--- config.mk ---
export PLATFORM = sky130hd
export DESIGN_NAME = quantity_fifo_drain
export DESIGN_NICKNAME = d
export VERILOG_FILES = /design/src/sv/qfd_pkg.sv /design/src/sv/qfd_ctrl.sv /design/src/sv/qfd_datapath.sv /design/src/sv/quantity_fifo_drain.sv
export SDC_FILE = /design/constraint.sdc
export NUM_CORES = 1
export LEC_CHECK = 0
export BUFFER_PORTS_ARGS = -buffer_cell sky130_fd_sc_hd__buf_4
export CORE_MARGIN = 4
export CORE_UTILIZATION = 45
export DETAILED_ROUTE_END_ITERATION = 7
export SYNTH_ARGS = -nofsm -noshare
export SYNTH_HDL_FRONTEND = slang
export SYNTH_SLANG_ARGS = --single-unit
--- constraint.sdc ---
create_clock -name i_clk -period 5.75 [get_ports i_clk]
set_input_delay 1.15 -clock i_clk [delete_from_list [all_inputs] [get_ports i_clk]]
set_output_delay 1.15 -clock i_clk [all_outputs]
set_load 0.1 [all_outputs]
--- src/sv/qfd_pkg.sv ---
`timescale 1ns / 1ps

package qfd_pkg;

    localparam int DEPTH_DEF       = 16;
    localparam int AMOUNT_BITS_DEF = 16;

    localparam logic REQ_PRODUCE = 1'b0;
    localparam logic REQ_CONSUME = 1'b1;

    typedef enum logic [2:0] {
        ST_IDLE,
        ST_READ,
        ST_DRAIN,
        ST_READ_LAST,
        ST_LOAD
    } t_state;

    // controller -> datapath
    typedef struct packed {
        logic accept;
        logic step;
        logic load_out;
    } t_cmd;

    // datapath -> controller
    typedef struct packed {
        logic is_consume;
        logic drain_done;
        logic out_busy;
    } t_status;

endpackage

--- src/sv/qfd_ctrl.sv ---
`timescale 1ns / 1ps

module qfd_ctrl (
    input  logic             i_clk,
    input  logic             i_rst_n,
    input  logic             i_valid,
    input  qfd_pkg::t_status i_status,
    output qfd_pkg::t_cmd    o_cmd,
    output logic             o_busy
);

    qfd_pkg::t_state r_state;
    qfd_pkg::t_state n_state;

    always_ff @(posedge i_clk) begin
        if (!i_rst_n) begin
            r_state <= qfd_pkg::ST_IDLE;
        end else begin
            r_state <= n_state;
        end
    end

    always_comb begin
        n_state = r_state;
        case (r_state)
            qfd_pkg::ST_IDLE: begin
                if (i_valid) begin
                    // the request type is sampled straight from the port
                    n_state = qfd_pkg::ST_READ_LAST;
                end
            end
            qfd_pkg::ST_READ: begin
                n_state = qfd_pkg::ST_DRAIN;
            end
            qfd_pkg::ST_DRAIN: begin
                n_state = i_status.drain_done ? qfd_pkg::ST_READ_LAST : qfd_pkg::ST_READ;
            end
            qfd_pkg::ST_READ_LAST: begin
                n_state = qfd_pkg::ST_LOAD;
            end
            qfd_pkg::ST_LOAD: begin
                if (!i_status.out_busy) begin
                    n_state = qfd_pkg::ST_IDLE;
                end
            end
            default: begin
                n_state = qfd_pkg::ST_IDLE;
            end
        endcase
        if (r_state == qfd_pkg::ST_IDLE && i_valid && i_status.is_consume) begin
            n_state = qfd_pkg::ST_READ;
        end
    end

    always_comb begin
        o_cmd  = '0;
        o_busy = 1'b1;
        case (r_state)
            qfd_pkg::ST_IDLE: begin
                o_busy       = 1'b0;
                o_cmd.accept = i_valid;
            end
            qfd_pkg::ST_DRAIN: begin
                o_cmd.step = 1'b1;
            end
            qfd_pkg::ST_LOAD: begin
                o_cmd.load_out = !i_status.out_busy;
            end
            default: begin
                o_cmd = '0;
            end
        endcase
    end

endmodule

--- src/sv/qfd_datapath.sv ---
`timescale 1ns / 1ps

module qfd_datapath #(
    parameter int DEPTH       = qfd_pkg::DEPTH_DEF,
    parameter int AMOUNT_BITS = qfd_pkg::AMOUNT_BITS_DEF,
    localparam int PTR_W      = (DEPTH > 1) ? $clog2(DEPTH) : 1,
    localparam int CNT_W      = $clog2(DEPTH + 1)
) (
    input  logic                   i_clk,
    input  logic                   i_rst_n,
    input  qfd_pkg::t_cmd          i_cmd,
    output qfd_pkg::t_status       o_status,
    input  logic                   i_req_type,
    input  logic [AMOUNT_BITS-1:0] i_amount,
    input  logic                   i_stall,
    output logic                   o_valid,
    output logic [CNT_W-1:0]       o_occupancy,
    output logic [AMOUNT_BITS-1:0] o_oldest_amount,
    output logic [AMOUNT_BITS-1:0] o_unserved,
    output logic                   o_dropped
);

    logic [AMOUNT_BITS-1:0] r_mem [DEPTH];
    logic [AMOUNT_BITS-1:0] r_rd_data;
    logic [PTR_W-1:0]       r_oldest_ptr;
    logic [PTR_W-1:0]       r_newest_ptr;
    logic [CNT_W-1:0]       r_count;
    logic [AMOUNT_BITS-1:0] r_left;
    logic                   r_drop_pend;

    logic                   r_out_valid;
    logic [CNT_W-1:0]       r_occ;
    logic [AMOUNT_BITS-1:0] r_oldest_amt;
    logic [AMOUNT_BITS-1:0] r_unserved;
    logic                   r_dropped;

    logic                   w_full;
    logic                   w_empty;
    logic                   w_produce;
    logic                   w_covers;
    logic [PTR_W-1:0]       w_oldest_inc;
    logic [PTR_W-1:0]       w_newest_inc;
    logic                   w_wr_en;
    logic [PTR_W-1:0]       w_wr_addr;
    logic [AMOUNT_BITS-1:0] w_wr_data;

    assign w_full    = (r_count == CNT_W'(DEPTH));
    assign w_empty   = (r_count == '0);
    assign w_produce = i_cmd.accept && (i_req_type == qfd_pkg::REQ_PRODUCE);
    assign w_covers  = (r_rd_data <= r_left);

    assign w_oldest_inc = (r_oldest_ptr == PTR_W'(DEPTH - 1)) ? '0 : r_oldest_ptr + 1'b1;
    assign w_newest_inc = (r_newest_ptr == PTR_W'(DEPTH - 1)) ? '0 : r_newest_ptr + 1'b1;

    // single write port: append on produce, in-place reduction on a partial drain
    always_comb begin
        w_wr_en   = 1'b0;
        w_wr_addr = r_newest_ptr;
        w_wr_data = i_amount;
        if (w_produce && !w_full) begin
            w_wr_en = 1'b1;
        end else if (i_cmd.step && !w_empty && !w_covers) begin
            w_wr_en   = 1'b1;
            w_wr_addr = r_oldest_ptr;
            w_wr_data = r_rd_data - r_left;
        end
    end

    always_ff @(posedge i_clk) begin
        if (w_wr_en) begin
            r_mem[w_wr_addr] <= w_wr_data;
        end
        r_rd_data <= r_mem[r_oldest_ptr];
    end

    always_ff @(posedge i_clk) begin
        if (!i_rst_n) begin
            r_oldest_ptr <= '0;
            r_newest_ptr <= '0;
            r_count      <= '0;
        end else begin
            if (w_produce && !w_full) begin
                r_newest_ptr <= w_newest_inc;
                r_count      <= r_count + 1'b1;
            end else if (i_cmd.step && !w_empty && w_covers) begin
                r_oldest_ptr <= w_oldest_inc;
                r_count      <= r_count - 1'b1;
            end
        end
    end

    always_ff @(posedge i_clk) begin
        if (i_cmd.accept) begin
            r_left      <= (i_req_type == qfd_pkg::REQ_CONSUME) ? i_amount : '0;
            r_drop_pend <= w_produce && w_full;
        end else if (i_cmd.step && !w_empty) begin
            r_left <= w_covers ? (r_left - r_rd_data) : '0;
        end
    end

    always_ff @(posedge i_clk) begin
        if (!i_rst_n) begin
            r_out_valid <= 1'b0;
        end else if (i_cmd.load_out) begin
            r_out_valid <= 1'b1;
        end else if (!i_stall) begin
            r_out_valid <= 1'b0;
        end
    end

    always_ff @(posedge i_clk) begin
        if (i_cmd.load_out) begin
            r_occ        <= r_count;
            r_oldest_amt <= w_empty ? '0 : r_rd_data;
            r_unserved   <= r_left;
            r_dropped    <= r_drop_pend;
        end
    end

    // drain stops on empty queue, exact or partial cover, or last entry taken
    assign o_status.is_consume = (i_req_type == qfd_pkg::REQ_CONSUME);
    assign o_status.drain_done = w_empty || (r_rd_data >= r_left) || (r_count == CNT_W'(1));
    assign o_status.out_busy   = r_out_valid && i_stall;

    assign o_valid         = r_out_valid;
    assign o_occupancy     = r_occ;
    assign o_oldest_amount = r_oldest_amt;
    assign o_unserved      = r_unserved;
    assign o_dropped       = r_dropped;

endmodule

--- src/sv/quantity_fifo_drain.sv ---
// Produce: after acceptance the block passes its read-last state, then its load state,
// which registers the result. Consume: the block passes a read and a drain state for
// each of k entries touched (k >= 1, an empty queue counts as one), then read-last and load.
// Each entry costs one registered memory read and one update in the drain state.
// A stalled result holds the block in its load state; a new request is taken only in idle.
// Reset (synchronous, active low) empties the queue and clears the output valid.
`timescale 1ns / 1ps

module quantity_fifo_drain #(
    parameter int DEPTH       = qfd_pkg::DEPTH_DEF,
    parameter int AMOUNT_BITS = qfd_pkg::AMOUNT_BITS_DEF,
    localparam int CNT_W      = $clog2(DEPTH + 1)
) (
    input  logic                   i_clk,
    input  logic                   i_rst_n,
    input  logic                   i_valid,
    output logic                   o_stall,
    input  logic                   i_req_type,
    input  logic [AMOUNT_BITS-1:0] i_amount,
    output logic                   o_valid,
    input  logic                   i_stall,
    output logic [CNT_W-1:0]       o_occupancy,
    output logic [AMOUNT_BITS-1:0] o_oldest_amount,
    output logic [AMOUNT_BITS-1:0] o_unserved,
    output logic                   o_dropped
);

    qfd_pkg::t_cmd    w_cmd;
    qfd_pkg::t_status w_status;

    qfd_ctrl u_ctrl (
        .i_clk    (i_clk),
        .i_rst_n  (i_rst_n),
        .i_valid  (i_valid),
        .i_status (w_status),
        .o_cmd    (w_cmd),
        .o_busy   (o_stall)
    );

    qfd_datapath #(
        .DEPTH       (DEPTH),
        .AMOUNT_BITS (AMOUNT_BITS)
    ) u_datapath (
        .i_clk           (i_clk),
        .i_rst_n         (i_rst_n),
        .i_cmd           (w_cmd),
        .o_status        (w_status),
        .i_req_type      (i_req_type),
        .i_amount        (i_amount),
        .i_stall         (i_stall),
        .o_valid         (o_valid),
        .o_occupancy     (o_occupancy),
        .o_oldest_amount (o_oldest_amount),
        .o_unserved      (o_unserved),
        .o_dropped       (o_dropped)
    );

endmodule

==> results of run 1 <==
worst reg2reg max path, delay by kind of cell, from the launching register on:
family	cells	cell delay [ns]
adders and majority gates	1	0.50
DFF	1	0.37
and+or+nand+nor	2	0.54
AOI/OAI and AO/OA	4	2.11
buffers and inverters	1	0.05
cells in the mapped netlist (3+ instances only):
library cell  number
nand3_1            7
o22ai_1           12
nor2_1            36
a22o_1            15
a21o_1             4
nor2b_1            5
and3_1             3
mux4_2            80
nand2_1           53
buf_1              3
nand4_1            6
buf_2              8
a221oi_1           3
a31oi_1            7
mux2i_1            4
o31a_1             3
clkbuf_1          35
a21boi_0           3
or2_2              4
inv_1             39
ha_1              36
o21ai_0           42
nand2b_1          10
xor2_1            12
o31ai_1            5
edfxtp_1         311
o211ai_1           4
o21a_1             6
o32ai_1            4
nor3_1            11
xnor2_1           12
a21oi_1           36
dfxtp_1           33
or3_1              4
metal layers:
metal	wire (µm)	GRT usage, %
met4	730	5.04
met1	14900	26.8
met5	0	0
met2	14400	27.3
met3	1660	2.65
power by group through the flow:
| stage | clock network [mW] | logic (mW) | registers, mW |
|---|---|---|---|
| floorplan | 0 | 0.832 | 3.00 |
| global placement | 0 | 1.14 | 3.00 |
| detailed placement | 0 | 1.14 | 3.00 |
| CTS | 2.42 | 1.15 | 2.95 |
| global route | 2.51 | 1.26 | 2.96 |
| finish | 2.36 | 1.16 | 2.95 |
state kept, by name (all words and copies together) (netlist names), 4 cells and up:
| register | cells |
|---|---|
| u_datapath.o_occupancy | 5 |
| u_datapath.o_oldest_amount | 16 |
| u_datapath.o_unserved | 16 |
| u_datapath.r_count | 5 |
| u_datapath.r_left | 16 |
| u_datapath.r_mem | 256 |
| u_datapath.r_newest_ptr | 4 |
| u_datapath.r_oldest_ptr | 4 |
| u_datapath.r_rd_data | 16 |
logic make-up (layout without fill, tap and decap cells):
group,after synthesis,in the layout,share of synthesized area (%)
multiplexers,84,84,12.5
adder cells (fa/ha/maj),38,38,3.34
buffers and inverters,87,184,2.39
AND/OR/NAND/NOR,150,150,5.02
flip-flops,344,344,68.0
XOR/XNOR,24,24,1.43
AO/OA/AOI/OAI,164,164,7.30
area by class of cell:
cell class | count | area (µm²)
inverter | 39 | 146
timing repair buffer | 79 | 593
clock inverter | 15 | 168
clock buffer | 51 | 1050
fill | 2606 | 14900
sequential | 344 | 10000
tap | 435 | 544
multi-input combinational | 460 | 4510
final timing paths:
kind,to,startpoint
worst max-delay path,u_datapath.r_mem[11][4]$_DFFE_PP_,u_datapath.r_left[7]$_DFFE_PP_
worst min-delay path,u_datapath.o_dropped$_DFFE_PP_,u_datapath.r_drop_pend$_DFFE_PP_
worst max register to register,u_datapath.r_mem[11][4]$_DFFE_PP_,u_datapath.r_left[7]$_DFFE_PP_
worst min register to register,u_datapath.o_dropped$_DFFE_PP_,u_datapath.r_drop_pend$_DFFE_PP_
metrics by stage:
| stage | total power, mW | cell area [µm²] | setup WS (ns) |
|---|---|---|---|
| 6_report | 6.46 | 17000 | 1.81 |
| 5_1_grt | 6.74 | 17000 | 1.51 |
| 4_1_cts | 6.51 | 17000 | 1.78 |
| 3_5_place_dp | 4.14 | 15800 | 1.78 |
| 3_3_place_gp | 4.13 | 15800 | 1.87 |
| 2_1_floorplan | 3.83 | 14700 | 2.15 |
==> Implementation_results.wiki, run 1 <==
{| class="wikitable"
! Metric !! Value
|-
| Max stage delay on crit path || 0.92 ns
|-
| Die area || 35,600 µm²
|-
| Synthesized area divided by synthesized cell count || 16.5 µm²
|-
| Clock-pin slew reported for the worst setup and hold paths after clock tree synthesis || 0.06 ns
|-
| Buffer cell driving the clock tree root || clkbuf_16
|-
| Post-DR vias/cell || 5.62
|-
| Number of sinks handled by clock tree synthesis || 344
|-
| Number of ports placed on the die boundary || 61
|-
| Sequential share of the synthesized area || 68.0%
|-
| Die boundary height || 189 µm
|-
| Fin Clk Skew || 0.0213 ns
|-
| Crit. End Element || flop
|-
| Area share of the leading cell type in the synthesized netlist || 63.5%
|-
| Layout area overhead || 15.7%
|-
| Routed Antenna Nets || 0
|-
| Count of state elements after synthesis || 344
|-
| Core outline area || 31,900 µm²
|-
| Pin slew with the least headroom to its limit || 1.31 ns
|-
| Setup Buffers After CTS || 0
|-
| Largest net degree at the start of global routing || 63
|-
| Initial antenna violation count || 0
|-
| Global route overflow || 0
|-
| Crit path required time || 5.90 ns
|-
| Post-synthesis net count || 950
|-
| Type of the worst setup path || reg -> reg
|-
| Family with the most delay on the worst path || compound AO/OA/AOI/OAI gates
|-
| Normalized max-slew margin || 12.4%
|-
| RD Place Congestion || 0.857
|-
| Switching pwr || 1.73 mW
|-
| Worst Path Arrival || 4.09 ns
|-
| Number of endpoints failing setup at the final stage || 0
|-
| Maximum fanout count along the critical path || 16
|-
| Category of the worst setup path launch point || flop
|-
| Cells after synthesis || 891
|-
| Dominant cell type by area after synthesis || edfxtp_1
|-
| Detailed Route WL || 31,600 µm
|-
| Hold buffers post-CTS || 0
|-
| Result of the run || finished clean
|-
| Gates resized, CTS repair || 0
|-
| Setup slack on the worst flop-to-flop path || 1.81 ns
|-
| Classification of the worst-slack hold path || reg -> reg
|-
| Total track usage || 17.8%
|-
| Deepest clock path buffer count || 3
|-
| Average routed wire per standard cell || 22.2 µm
|-
| Count of warnings emitted by yosys || 0
|-
| Cell variety after synth || 63
|-
| Fraction of final layout cells sized beyond drive strength 1 || 24.1%
|-
| Most frequent cells in the layout || edfxtp_1, mux4_2, buf_4, nand2_1
|-
| DRC viols || 0
|-
| Async set-or-reset flop fraction in the synthesized netlist || 0%
|-
| Via count of the first global-routing pass || 8,131
|-
| Setup TNS || 0 ns
|-
| Final count of pins violating max slew || 0
|-
| Part of the power in the clock network || 36.5%
|-
| Setup repair after global routing missed its margin || false
|-
| First-pass GRT wire length || 49,300 µm
|-
| Final standard cell utilization of the core || 53.4%
|-
| Final cell count without fillers || 1,423
|-
| Dominant register cell in the synthesized netlist || edfxtp_1
|-
| HPWL Detailed || 20,800 µm
|-
| Hold WS || 0.419 ns
|-
| Width of the chip || 189 µm
|-
| Commonest non-fill, non-tap cell in the layout || edfxtp_1
|-
| Post-Synthesis Cell Area || 14,700 µm²
|-
| # placed instances || 1,357
|-
| Total via count after detailed routing || 7,999
|-
| Number of H-tree branching levels || 2
|-
| Count of final hold-check violations || 0
|-
| Cell types occupying the most area after synthesis || edfxtp_1, mux4_2, dfxtp_1, ha_1, o21ai_0
|-
| Worst Path Buf+Inv || 1
|-
| Worst reg-to-reg path cell count || 8
|-
| Cell row count || 65
|-
| Hold Crit Depth || 0
|-
| NumNets Final || 1,021
|-
| Final worst-path cycle share || 68.5%
|-
| Clock network latency to the later pin of the worst-skew pair || 0.53 ns
|-
| Antenna diodes || 0
|-
| Buffers added on ports || 60
|-
| Final critical path time including I/O delays and setup || 3.94 ns
|-
| Logic gate share of total power || 17.9%
|-
| Cell-internal power || 4.74 mW
|-
| Switching Fraction || 26.7%
|-
| Violation count after the first detailed-route iteration || 678
|-
| Path length in cells of the critical path || 8
|-
| Sequential fraction of design power || 45.6%
|-
| CTS tree || built
|-
| Max stage delay cell, worst path || o22ai_2
|-
| Highest achievable clock rate || 0.254 GHz
|-
| Detailed-router iteration count before antenna repair || 5
|-
| Static leakage power || 5.71 nW
|-
| Total of max-cap violations || 0
|-
| Largest voltage drop on the vdd net || 0.000229 V
|-
| Critical path, cell by cell || inv_1, ha_1, nand2_1, o21ai_0, o211ai_1, a21boi_2, nand4_1, o22ai_2
|-
| Number of synthesized flops with an enable pin || 311
|-
| P per Cell Area || 380 nW/µm²
|-
| Effective utilization at floorplan || 46.1%
|-
| Cts bufs inserted || 38
|}
No activity file was read; power rests on OpenSTA's default activity.
==> run 2: changes to the inputs <==
- clock period: 5.75 -> 3.49 ns (I/O delays scaled with it)
==> Implementation_results.wiki, run 2 (same netlist as run 1, synthesis figures left out) <==
{| class="wikitable"
! Metric !! Value
|-
| Routed Antenna Nets || 0
|-
| Max stage delay on crit path || 0.51 ns
|-
| Filler cells || 2,594
|-
| Cts bufs inserted || 36
|-
| Number of sinks handled by clock tree synthesis || 344
|-
| Setup Buffers After CTS || 0
|-
| Final count of pins violating max slew || 0
|-
| Final standard cell utilization of the core || 53.9%
|-
| Fraction of final layout cells sized beyond drive strength 1 || 27.1%
|-
| Gates resized, CTS repair || 0
|-
| Normalized max-slew margin || 45.9%
|-
| Antenna diodes || 0
|-
| Critical path startpoint || u_datapath.r_left[0]$_DFFE_PP_
|-
| Result of the run || finished clean
|-
| Worst Slack Setup Final || 0.357 ns
|-
| Path length in cells of the critical path || 9
|-
| Via count of the first global-routing pass || 8,207
|-
| Hold buffers post-CTS || 0
|-
| Type of the worst setup path || reg -> reg
|-
| Detailed-router iteration count before antenna repair || 5
|-
| Average routed wire per standard cell || 21.4 µm
|-
| CTS tree || built
|-
| Buffers added on ports || 60
|-
| Detailed Route WL || 31,200 µm
|-
| Effective utilization at floorplan || 46.1%
|-
| Cell row count || 65
|-
| Clock network latency to the later pin of the worst-skew pair || 0.52 ns
|-
| Setup TNS || 0 ns
|-
| Total via count after detailed routing || 8,091
|-
| Count of final hold-check violations || 0
|-
| Violation count after the first detailed-route iteration || 587
|-
| Max reg flops || 256
|-
| Number of endpoints failing setup at the final stage || 0
|-
| Buffer cell driving the clock tree root || clkbuf_16
|-
| Setup repair after global routing missed its margin || false
|-
| Max stage delay cell, worst path || or3b_1
|-
| P per Cell Area || 602 nW/µm²
|-
| Worst Path Arrival || 3.34 ns
|-
| Core outline area || 31,900 µm²
|-
| RR Endpoint || u_datapath.r_mem[10][0]$_DFFE_PP_
|-
| Global route overflow || 0
|-
| Total track usage || 17.8%
|-
| Highest achievable clock rate || 0.319 GHz
|-
| Maximum fanout count along the critical path || 16
|-
| DRC viols || 0
|-
| Worst reg-to-reg path cell count || 9
|-
| Final worst-path cycle share || 89.8%
|-
| RD Place Congestion || 0.882
|-
| Clock-pin slew reported for the worst setup and hold paths after clock tree synthesis || 0.06 ns
|-
| Width of the chip || 189 µm
|-
| NumNets Final || 1,055
|-
| Hold WS || 0.424 ns
|-
| Worst Path Buf+Inv || 1
|-
| Category of the worst setup path launch point || flop
|-
| Largest voltage drop on the vdd net || 0.000345 V
|-
| Number of ports placed on the die boundary || 61
|-
| Layout area overhead || 16.8%
|-
| Classification of the worst-slack hold path || reg -> reg
|-
| Family with the most delay on the worst path || compound AO/OA/AOI/OAI gates
|-
| Post-place setup slack || 0.354 ns
|-
| Post-DR vias/cell || 5.55
|-
| Die area || 35,600 µm²
|-
| Total of max-cap violations || 0
|-
| Register with the most flip-flops || u_datapath.r_mem
|-
| Number of H-tree branching levels || 2
|-
| Pin slew with the least headroom to its limit || 0.812 ns
|-
| Initial antenna violation count || 1
|-
| Final critical path time including I/O delays and setup || 3.13 ns
|-
| Commonest non-fill, non-tap cell in the layout || edfxtp_1
|-
| Crit path required time || 3.70 ns
|-
| Critical path, cell by cell || ha_1, fa_1, nor2b_1, o31a_1, o211a_1, o211ai_4, or3b_1, o22ai_2, buf_4
|-
| Most frequent cells in the layout || edfxtp_1, buf_4, mux4_2, nand2_1, o21ai_0
|-
| Crit. End Element || flop
|-
| HPWL Detailed || 21,400 µm
|-
| First-pass GRT wire length || 49,300 µm
|-
| Static leakage power || 5.84 nW
|-
| Reg-to-Reg Start || u_datapath.r_left[0]$_DFFE_PP_
|-
| Deepest clock path buffer count || 3
|-
| Die boundary height || 189 µm
|-
| Largest net degree at the start of global routing || 43
|-
| Setup slack on the worst flop-to-flop path || 0.36 ns
|-
| Fin Clk Skew || 0.0153 ns
|-
| Critical Path Sink || u_datapath.r_mem[10][0]$_DFFE_PP_
|}
run 2: changes by cell type in the layout (fill, tap and decap cells not counted), moves of 3 or more:
| cell | before | now |
|---|---|---|
| clkinv_2 | 2 | 9 |
| buf_4 | 79 | 114 |
| clkbuf_1 | 9 | 5 |
| o21ai_0 | 37 | 42 |
| clkbuf_16 | 39 | 36 |
| clkinvlp_4 | 0 | 3 |
| bufinv_16 | 3 | 0 |
| o21ai_1 | 6 | 1 |
run 2: layout make-up:
class / count / area, µm² / share of cell area [%]
sequential: 344 / 10000 / 58.2
multi-input combinational: 460 / 4510 / 26.3
clock buffer: 43 / 947 / 5.51
timing repair buffer: 115 / 876 / 5.10
tap: 435 / 544 / 3.17
clock inverter: 23 / 146 / 0.852
inverter: 39 / 146 / 0.852
run 2: worst min-delay path by stage:
stage / startpoint / to / slack [ns] / cells past startpoint
after floorplan: u_datapath.r_drop_pend$_DFFE_PP_ / u_datapath.o_dropped$_DFFE_PP_ / 0.40 / 0
after global placement: u_datapath.r_drop_pend$_DFFE_PP_ / u_datapath.o_dropped$_DFFE_PP_ / 0.40 / 0
after detailed placement: u_datapath.r_drop_pend$_DFFE_PP_ / u_datapath.o_dropped$_DFFE_PP_ / 0.41 / 0
after CTS: u_datapath.r_drop_pend$_DFFE_PP_ / u_datapath.o_dropped$_DFFE_PP_ / 0.42 / 0
after global routing: u_datapath.r_drop_pend$_DFFE_PP_ / u_datapath.o_dropped$_DFFE_PP_ / 0.45 / 0
final: u_datapath.r_drop_pend$_DFFE_PP_ / u_datapath.o_dropped$_DFFE_PP_ / 0.42 / 0
run 2: power by group:
| group | total (mW) | internal (mW) | switching [mW] |
|---|---|---|---|
| registers | 4.85 | 4.74 | 0.114 |
| logic | 1.99 | 0.801 | 1.19 |
| clock network | 3.50 | 1.96 | 1.54 |
run 2: per-layer routing:
layer	part of all wire [%]	track usage (%)	routed length (µm)	vias up
li1	-	-	-	3738
met1	47	27.0	14700	4123
met2	47	27.6	14500	185
met3	4.5	2.78	1390	45
met4	1.8	3.98	556	0
met5	0	0	0	-
run 2: stage by stage:
stage | cells | power (mW) | area [µm²]
finish | 1459 | 10.3 | 17200
global route | 1459 | 10.9 | 17200
detailed placement | 1393 | 6.92 | 16100
floorplan | 891 | 6.31 | 14700
CTS | 1459 | 10.4 | 17200
global placement | 1393 | 6.92 | 16100
==> run 3: changes to the inputs <==
- BUFFER_PORTS_ARGS: -buffer_cell sky130_fd_sc_hd__buf_4 -> -buffer_cell sky130_fd_sc_hd__buf_2
==> Implementation_results.wiki, run 3 (same netlist as run 1, synthesis figures left out) <==
{| class="wikitable"
! Metric !! Value
|-
| Met3 Resource Use GR || 3.30%
|-
| Worst Path Arrival || 3.39 ns
|-
| Number of sinks handled by clock tree synthesis || 344
|-
| Initial antenna violation count || 0
|-
| Critical hold path startpoint || u_datapath.r_drop_pend$_DFFE_PP_
|-
| Detailed-router iteration count before antenna repair || 7
|-
| Commonest non-fill, non-tap cell in the layout || edfxtp_1
|-
| Maximum fanout count along the critical path || 16
|-
| Post-place setup slack || 0.273 ns
|-
| DRC viols || 0
|-
| Die area || 35,600 µm²
|-
| Final worst-path cycle share || 91.5%
|-
| Final cell count without fillers || 1,465
|-
| Normalized max-slew margin || 43.9%
|-
| Average routed wire per standard cell || 21.5 µm
|-
| Largest voltage drop on the vdd net || 0.000299 V
|-
| Worst Path Buf+Inv || 1
|-
| Number of ports placed on the die boundary || 61
|-
| Final count of pins violating max slew || 0
|-
| Global-route track usage on met1 || 26.6%
|-
| Fraction of final layout cells sized beyond drive strength 1 || 26.9%
|-
| Max reg flops || 256
|-
| Cts bufs inserted || 37
|-
| Hold WS || 0.417 ns
|-
| Critical path startpoint || u_datapath.r_left[0]$_DFFE_PP_
|-
| Hold buffers post-CTS || 0
|-
| Static leakage power || 5.85 nW
|-
| Setup slack on the worst flop-to-flop path || 0.30 ns
|-
| Critical path, cell by cell || ha_1, fa_1, nor2b_1, o31a_1, o211a_1, o211ai_4, or3b_1, o22ai_2, buf_4
|-
| Register Area || 10,000 µm²
|-
| Post-DR vias/cell || 5.54
|-
| Detailed Route WL || 31,400 µm
|-
| Total via count after detailed routing || 8,120
|-
| Total track usage || 17.7%
|-
| Number of H-tree branching levels || 2
|-
| Crit path required time || 3.69 ns
|-
| Worst Slack Setup Final || 0.295 ns
|-
| Number of endpoints failing setup at the final stage || 0
|-
| Count of final hold-check violations || 0
|-
| Type of the worst setup path || reg -> reg
|-
| Crit. End Element || flop
|-
| RR Endpoint || u_datapath.r_mem[8][12]$_DFFE_PP_
|-
| Register with the most flip-flops || u_datapath.r_mem
|-
| Clock network latency to the later pin of the worst-skew pair || 0.52 ns
|-
| First-pass GRT wire length || 48,900 µm
|-
| Family with the most delay on the worst path || compound AO/OA/AOI/OAI gates
|-
| NumNets Final || 1,060
|-
| Path length in cells of the critical path || 9
|-
| Total of max-cap violations || 0
|-
| Width of the chip || 189 µm
|-
| Pin slew with the least headroom to its limit || 0.841 ns
|-
| # placed instances || 1,397
|-
| Effective utilization at floorplan || 46.1%
|-
| Filler cells || 2,642
|-
| Category of the worst setup path launch point || flop
|-
| Setup TNS || 0 ns
|-
| Violation count after the first detailed-route iteration || 557
|-
| Buffers added on ports || 60
|-
| Antenna diodes || 0
|-
| Final standard cell utilization of the core || 53.8%
|-
| Setup repair after global routing missed its margin || false
|-
| Highest achievable clock rate || 0.313 GHz
|-
| Met2 Usage GRT || 27.1%
|-
| Fin Clk Skew || 0.0171 ns
|-
| Deepest clock path buffer count || 3
|-
| Via count of the first global-routing pass || 8,092
|-
| RD Place Congestion || 0.899
|-
| Largest net degree at the start of global routing || 45
|-
| Classification of the worst-slack hold path || reg -> reg
|-
| Buffer cell driving the clock tree root || clkbuf_16
|-
| Clock-pin slew reported for the worst setup and hold paths after clock tree synthesis || 0.06 ns
|-
| Total power after layout || 10.6 mW
|-
| Core outline area || 31,900 µm²
|-
| Setup Buffers After CTS || 0
|-
| P per Cell Area || 617 nW/µm²
|-
| Max stage delay on crit path || 0.50 ns
|-
| Final critical path time including I/O delays and setup || 3.19 ns
|-
| Routed Antenna Nets || 0
|-
| Reg-to-Reg Start || u_datapath.r_left[0]$_DFFE_PP_
|-
| Layout area overhead || 16.7%
|-
| Max stage delay cell, worst path || or3b_1
|-
| Most used routing layer in global routing || met2
|-
| Area occupied by multi-input gates || 4510 µm²
|-
| Result of the run || finished clean
|-
| Fin area || 17,200 µm²
|-
| Gates resized, CTS repair || 0
|-
| Most frequent cells in the layout || edfxtp_1, mux4_2, buf_2, buf_4, nand2_1
|-
| CTS tree || built
|-
| Global route overflow || 0
|-
| Worst reg-to-reg path cell count || 9
|-
| Cell area after placement || 16,000 µm²
|-
| HPWL Detailed || 21,700 µm
|-
| Critical Path Sink || u_datapath.r_mem[8][12]$_DFFE_PP_
|-
| Die boundary height || 189 µm
|-
| Cell row count || 65
|}
==> run 3: layout make-up <==
cell class / instances / share of cell area, %
sequential: 344 / 58.3
inverter: 39 / 0.853
timing repair buffer: 119 / 4.62
clock inverter: 16 / 0.883
tap: 435 / 3.17
multi-input combinational: 460 / 26.3
clock buffer: 52 / 5.84
==> run 3: worst min path at each step <==
stage / end / slack [ns] / cells after the start
floorplan: u_datapath.o_dropped$_DFFE_PP_ / 0.40 / 0
finish: u_datapath.o_dropped$_DFFE_PP_ / 0.42 / 0
global placement: u_datapath.o_dropped$_DFFE_PP_ / 0.41 / 0
CTS: u_datapath.o_dropped$_DFFE_PP_ / 0.42 / 0
detailed placement: u_datapath.o_dropped$_DFFE_PP_ / 0.41 / 0
global route: u_datapath.o_dropped$_DFFE_PP_ / 0.42 / 0
==> run 3: per-layer routing <==
metal | wire length (µm) | part of all wire (%)
met5 | 0 | 0
met4 | 642 | 2.0
met3 | 1600 | 5.1
met2 | 14300 | 45
met1 | 14900 | 47
==> run 3: worst register-to-register path, cell delays in order, from the launching register on <==
cell      delay, ns
edfxtp_1       0.42
ha_1           0.25
fa_1           0.41
nor2b_1        0.17
o31a_1         0.21
o211a_1        0.27
o211ai_4       0.17
or3b_1         0.51
o22ai_2        0.20
buf_4          0.27
==> run 3: power breakdown <==
group	total (mW)	internal (mW)	leakage, nW	switching [mW]
clock	3.70	2.17	0.557	1.54
combinational	2.02	0.810	2.20	1.21
sequential	4.85	4.74	3.10	0.115
total	10.6	7.71	5.85	2.87
